## config.mk

```make
export PLATFORM = sky130hd
export DESIGN_NAME = line_rasterizer
export DESIGN_NICKNAME = d
export VERILOG_FILES = /design/src/rtl/lr_pkg.sv /design/src/rtl/line_rasterizer.sv /design/src/rtl/lr_setup.sv /design/src/rtl/lr_walk.sv
export SDC_FILE = /design/constraint.sdc
export NUM_CORES = 1
export LEC_CHECK = 0
export ABC_AREA = 1
export BUFFER_PORTS_ARGS = -buffer_cell sky130_fd_sc_hd__buf_2
export CORE_MARGIN = 3
export CORE_UTILIZATION = 45
export CTS_CLUSTER_SIZE = 25
export DETAILED_ROUTE_END_ITERATION = 7
export PLACE_DENSITY = 0.66
export SYNTH_ARGS = -nofsm -noshare
export SYNTH_HDL_FRONTEND = slang
export SYNTH_SLANG_ARGS = --single-unit
```

## constraint.sdc

```tcl
create_clock -name clk_i -period 11.4 [get_ports clk_i]
set_input_delay 2.28 -clock clk_i [delete_from_list [all_inputs] [get_ports clk_i]]
set_output_delay 2.28 -clock clk_i [all_outputs]
set_load 0.02 [all_outputs]
```

## src/rtl/lr_pkg.sv

```systemverilog
// Shared types and constants for the line rasterizer.
package lr_pkg;

  localparam int unsigned COORD_BITS = 10;
  localparam int unsigned SPAN_W     = COORD_BITS + 1;
  localparam int unsigned ERR_W      = COORD_BITS + 3;
  localparam int unsigned COLOR_W    = 32;

  localparam logic REQ_START = 1'b0;
  localparam logic REQ_NEXT  = 1'b1;

  localparam logic STEP_UP   = 1'b0;
  localparam logic STEP_DOWN = 1'b1;

  typedef logic [COORD_BITS-1:0] coord_t;

  typedef struct packed {
    logic               req_type;
    coord_t             start_x;
    coord_t             start_y;
    coord_t             end_x;
    coord_t             end_y;
    logic [COLOR_W-1:0] line_color;
  } req_t;

  typedef struct packed {
    coord_t             pixel_x;
    coord_t             pixel_y;
    logic [COLOR_W-1:0] pixel_color;
    logic               last_pixel;
  } pix_t;

  typedef struct packed {
    logic               steep_flag;
    coord_t             major_pos;
    coord_t             major_end;
    coord_t             minor_pos;
    logic               minor_step;
    logic [SPAN_W-1:0]  major_span;
    logic [SPAN_W-1:0]  minor_span;
    logic [ERR_W-1:0]   error_term;
    logic [COLOR_W-1:0] held_color;
  } line_state_t;

endpackage

```

## src/rtl/line_rasterizer.sv

```systemverilog
// A request is held in the request register; its pixel then reaches out_valid_o through the pixel register.
// Throughput: one request per cycle while the output is not stalled; each start request
//   and each next request on an active line yields one pixel; the error-term update is combinational.
// A next request while no line is active is dropped without a pixel.
// Reset (rst_ni low, asynchronous) empties both registers and leaves the walker idle.
module line_rasterizer (
  input  logic         clk_i,
  input  logic         rst_ni,
  input  logic         in_valid_i,
  output logic         in_stall_o,
  input  lr_pkg::req_t in_data_i,
  output logic         out_valid_o,
  input  logic         out_stall_i,
  output lr_pkg::pix_t out_data_o
);
  import lr_pkg::*;

  logic  req_vld_q, req_vld_d;
  req_t  req_q;
  logic  out_vld_q, out_vld_d;
  pix_t  out_q;
  pix_t  pix;
  logic  has_result;
  logic  out_free;
  logic  req_leave;
  logic  fire;
  logic  in_xfer;

  lr_walk u_walk (
    .clk_i        (clk_i),
    .rst_ni       (rst_ni),
    .fire_i       (fire),
    .req_i        (req_q),
    .has_result_o (has_result),
    .pix_o        (pix)
  );

  assign out_free   = !out_vld_q || !out_stall_i;
  // a request without a pixel leaves even when the output is blocked
  assign req_leave  = req_vld_q && (!has_result || out_free);
  assign fire       = req_vld_q && has_result && out_free;
  assign in_stall_o = req_vld_q && !req_leave;
  assign in_xfer    = in_valid_i && !in_stall_o;

  assign req_vld_d = in_xfer || (req_vld_q && !req_leave);
  assign out_vld_d = fire || (out_vld_q && out_stall_i);

  always_ff @(posedge clk_i or negedge rst_ni) begin
    if (!rst_ni) begin
      req_vld_q <= 1'b0;
      out_vld_q <= 1'b0;
    end else begin
      req_vld_q <= req_vld_d;
      out_vld_q <= out_vld_d;
    end
  end

  always_ff @(posedge clk_i) begin
    if (in_xfer) begin
      req_q <= in_data_i;
    end
    if (fire) begin
      out_q <= pix;
    end
  end

  assign out_valid_o = out_vld_q;
  assign out_data_o  = out_q;

endmodule

```

## src/rtl/lr_setup.sv

```systemverilog
// Line setup: orders the endpoints along the major axis and seeds the error term.
module lr_setup (
  input  lr_pkg::req_t        req_i,
  output lr_pkg::line_state_t init_o
);
  import lr_pkg::*;

  coord_t adx, ady;
  coord_t ma0, mi0, mb0, nb0;
  coord_t ma, mi, mb, nb;
  logic   steep;
  logic   step_dir;
  logic [SPAN_W-1:0] maj_span;

  always_comb begin
    adx = (req_i.start_x > req_i.end_x) ? req_i.start_x - req_i.end_x
                                        : req_i.end_x - req_i.start_x;
    ady = (req_i.start_y > req_i.end_y) ? req_i.start_y - req_i.end_y
                                        : req_i.end_y - req_i.start_y;
    steep = (adx < ady);
    if (steep) begin
      ma0 = req_i.start_y; mi0 = req_i.start_x; mb0 = req_i.end_y; nb0 = req_i.end_x;
    end else begin
      ma0 = req_i.start_x; mi0 = req_i.start_y; mb0 = req_i.end_x; nb0 = req_i.end_y;
    end
    // swap endpoints so the major coordinate rises
    if (ma0 > mb0) begin
      ma = mb0; mb = ma0; mi = nb0; nb = mi0;
    end else begin
      ma = ma0; mb = mb0; mi = mi0; nb = nb0;
    end
    step_dir = (nb < mi) ? STEP_DOWN : STEP_UP;
    maj_span = SPAN_W'(mb - ma);

    init_o.steep_flag = steep;
    init_o.major_pos  = ma;
    init_o.major_end  = mb;
    init_o.minor_pos  = mi;
    init_o.minor_step = step_dir;
    init_o.major_span = maj_span;
    init_o.minor_span = (nb > mi) ? SPAN_W'(nb - mi) : SPAN_W'(mi - nb);
    // hold back at exact halves when walking down
    if (step_dir == STEP_DOWN && maj_span != '0) begin
      init_o.error_term = ERR_W'(maj_span - SPAN_W'(1));
    end else begin
      init_o.error_term = ERR_W'(maj_span);
    end
    init_o.held_color = req_i.line_color;
  end

endmodule

```

## src/rtl/lr_walk.sv

```systemverilog
// Line walker: holds the line state, steps the error term and forms each pixel.
module lr_walk (
  input  logic         clk_i,
  input  logic         rst_ni,
  input  logic         fire_i,
  input  lr_pkg::req_t req_i,
  output logic         has_result_o,
  output lr_pkg::pix_t pix_o
);
  import lr_pkg::*;

  line_state_t       st_q, st_d, init, stepped;
  logic              active_q, active_d;
  logic [ERR_W-1:0]  err_sum, twice_major;
  logic              last;
  logic              is_start;

  lr_setup u_setup (
    .req_i  (req_i),
    .init_o (init)
  );

  assign is_start     = (req_i.req_type == REQ_START);
  assign has_result_o = is_start || active_q;

  always_comb begin
    stepped     = st_q;
    err_sum     = st_q.error_term + ERR_W'({st_q.minor_span, 1'b0});
    twice_major = ERR_W'({st_q.major_span, 1'b0});
    stepped.major_pos  = st_q.major_pos + coord_t'(1);
    stepped.error_term = err_sum;
    if (err_sum >= twice_major && st_q.minor_span != '0) begin
      stepped.error_term = err_sum - twice_major;
      if (st_q.minor_step == STEP_DOWN) begin
        stepped.minor_pos = st_q.minor_pos - coord_t'(1);
      end else begin
        stepped.minor_pos = st_q.minor_pos + coord_t'(1);
      end
    end

    st_d = is_start ? init : stepped;
    last = (st_d.major_pos == st_d.major_end);
    active_d = !last;

    pix_o.pixel_x     = st_d.steep_flag ? st_d.minor_pos : st_d.major_pos;
    pix_o.pixel_y     = st_d.steep_flag ? st_d.major_pos : st_d.minor_pos;
    pix_o.pixel_color = st_d.held_color;
    pix_o.last_pixel  = last;
  end

  always_ff @(posedge clk_i or negedge rst_ni) begin
    if (!rst_ni) begin
      active_q <= 1'b0;
      st_q     <= '0;
    end else if (fire_i) begin
      active_q <= active_d;
      st_q     <= st_d;
    end
  end

endmodule

```

==> reports/qor.txt <==
Starting Density -> 45.98%
fillcell total -> 3193
Layout Area Growth over Synthesis -> 11.93%
CTS sink cnt -> 228
worst hold slack -> 483.7 ps
setup ws final -> 1466 ps
post-route ant nets -> 0
peak per-stage delay on the critical path -> 710 ps
drt first pass iters -> 6
placed cell count -> 2368
clk slew on worst S/H paths -> 60 ps
global-route wire length before repair -> 63210 µm
# diodes -> 0
Netlist Area Pre-Place -> 15040 µm²
max_cap viols -> 0
die width -> 188.8 µm
Slew @ Worst Pin -> 1194 ps
wl on met1 -> 17620 µm
# Post-CTS Setup Buffers -> 0
count of cell types in the netlist -> 52
Met3 Wirelength -> 2075 µm
Synth async-reset ratio -> 44.74%
syn_area_per_cell -> 8.115 µm²
crit path kind -> flip-flop to flip-flop
Yosys top cell area share -> 25.16%
die area -> 35650 µm²
Routed Wire Length -> 39350 µm
die height -> 188.8 µm
cells after synthesis -> 1853
Congestion Overflow GR -> 0
vias in the first global route -> 12040
CTS tree -> built
post-route insts no fill -> 2414
slowest stage cell on the critical path -> o21ai_0
Max Transition Viols Final -> 0
CP Data Required Time -> 11870 ps
CTS Buffer Depth -> 3
Num CTS Buffers -> 26
Critical Path End Type -> flip-flop
# setup viols final -> 0
minimum clock period -> 9934 ps
Final Skew -> 23.64 ps
vias per std cell -> 5.215
area taken by multi-input logic gates -> 7498 µm²
crit-path most repeated cell -> nand2_1
dominant cell type by area after synthesis -> edfxtp_1
setup TNS -> 0 ps
cell row count -> 66
DR WL/cell -> 16.30 µm
NumNets Final -> 2150
RSZ-0062 raised after global routing -> false
CP Launch Type -> flip-flop
largest net degree at the start of global routing -> 90
run status -> finished clean
initial drt markers -> 982
endpoints failing hold -> 0
initial antenna violation count -> 0
synthesis warning total -> 0
EDFF count, synth -> 126
Total GRT Usage -> 21.92%
core area -> 32700 µm²
CP Max Fanout -> 73
maximum clock rate -> 100.7 MHz
Mapped Nets -> 2049
Worst slew margin -> 20.29%
worst slack, placed -> 1613 ps
Post-CTS Hold Buffers -> 0
PostCTS Resize Cnt -> 0
ys flop type -> edfxtp_1
dominant cells by area after synthesis -> edfxtp_1 (25%), dfrtp_1 (17%), nand2_1 (12%)
Worst-Skew Late Latency -> 550 ps
Root Buffer -> clkbuf_16
Hold Crit Class -> flip-flop to flip-flop
hpwl dp -> 29660 µm
io pins -> 132
Met2 Wirelength -> 18630 µm
gp weighted congestion -> 0.8867
worst path arrival time -> 10410 ps
sequential fraction of the synthesis area -> 42.14%
Reg area -> 6336 µm²
flops & latches, synth -> 228
final worst path period share -> 87.14%
CTS H-tree lvls -> 1
proportion of layout cells with a drive suffix above 1 -> 11.71%
detailed-route DRC error count -> 0
IO buf count -> 131
via count -> 12590
DR top layer -> met4
## final cells by class
type,instances,area share (%)
Clock buffer,33,4.141
Tap cell,442,3.286
Timing Repair Buffer,139,4.267
Sequential cell,228,37.65
Multi-Input combinational cell,1313,44.55
Inverter,246,5.486
Clock inverter,13,0.6244
## metal layers
layer / vias up / GRT usage [%]
met4: 0 / 6.015
met1: 5899 / 30.38
met5: - / 0
met2: 295 / 36.49
li1: 6329 / -
met3: 66 / 2.679
## critical path: cells and delay by family, from the launching register on
kind | cells | cell delay [ps]
and+or+nand+nor | 25 | 3730
adders and majority gates | 5 | 1680
xor gates and xnor gates | 2 | 330
DFF | 1 | 420
buffers and inverters | 5 | 630
AOI/OAI and AO/OA | 12 | 3000
## stage by stage
step | area, µm² | utilization (%)
detailed placement | 16030 | 49.02
CTS | 16830 | 51.47
finish | 16830 | 51.47
floorplan | 15040 | -
global route | 16830 | 51.47
global placement | 16030 | 49.02
## placed cells by master (no fill, tap or decap), types with 6 or more instances in the layout
cell type / Yosys / final
nor2_1: 63 / 62
a21oi_1: 83 / 83
a221oi_1: 6 / 6
clkinv_1: 1 / 6
buf_2: 7 / 130
nand2_1: 496 / 496
clkbuf_16: 0 / 26
dfrtp_1: 102 / 102
a21o_1: 7 / 7
xor2_1: 49 / 49
o211ai_1: 6 / 6
a21boi_1: 6 / 6
nand3_1: 74 / 74
o21ai_0: 247 / 246
mux2i_1: 8 / 8
edfxtp_1: 126 / 126
nand2_2: 13 / 13
fa_1: 9 / 9
nand4_1: 26 / 26
inv_2: 6 / 8
buf_4: 2 / 9
o21ai_1: 15 / 16
xnor2_1: 17 / 17
nor3_1: 10 / 10
or2_2: 13 / 13
inv_1: 239 / 237
ha_1: 110 / 110
## state kept, by name, summed over array words and instances, names as in the netlist
signal	count
req_vld_q	1
out_valid_o	1
out_data_o	53
u_walk.active_q	1
u_walk.st_q	99
req_q	73
## synth_stat cells (all sizes together) (7+ instances only)
master / number
a21o: 7
a21oi: 87
buf: 16
clkbuf: 50
dfrtp: 102
edfxtp: 126
fa: 9
ha: 110
inv: 245
mux2i: 8
nand2: 509
nand3: 79
nand4: 26
nor2: 72
nor3: 10
o21ai: 263
or2: 13
xnor2: 18
xor2: 49
## logic make-up after synthesis
group / share of synthesized area, %
adders and majority gates: 10.35
buffers and inverters: 8.096
DFF: 42.14
muxes: 0.5326
xor gates and xnor gates: 3.952
AOI/OAI and AO/OA: 14.54
and+or+nand+nor: 20.39
## path summary, 6_finish.rpt
path / slack (ps) / depth (start not counted) / end / startpoint
max in group asynchronous: 8360 / 2 / u_walk.st_q[23] / rst_ni
hold reg to reg: 480 / 2 / u_walk.st_q[84] / u_walk.st_q[84]
setup / recovery: 1470 / 49 / u_walk.st_q[52] / req_q[52]
setup reg to reg: 1470 / 49 / u_walk.st_q[52] / req_q[52]
min in group asynchronous: 1770 / 1 / u_walk.st_q[34] / rst_ni
hold / removal: 480 / 2 / u_walk.st_q[84] / u_walk.st_q[84]
Power is left out: the tool's default activity adds up to more than one toggle a clock period on the data nets, which glitch-free logic cannot reach.
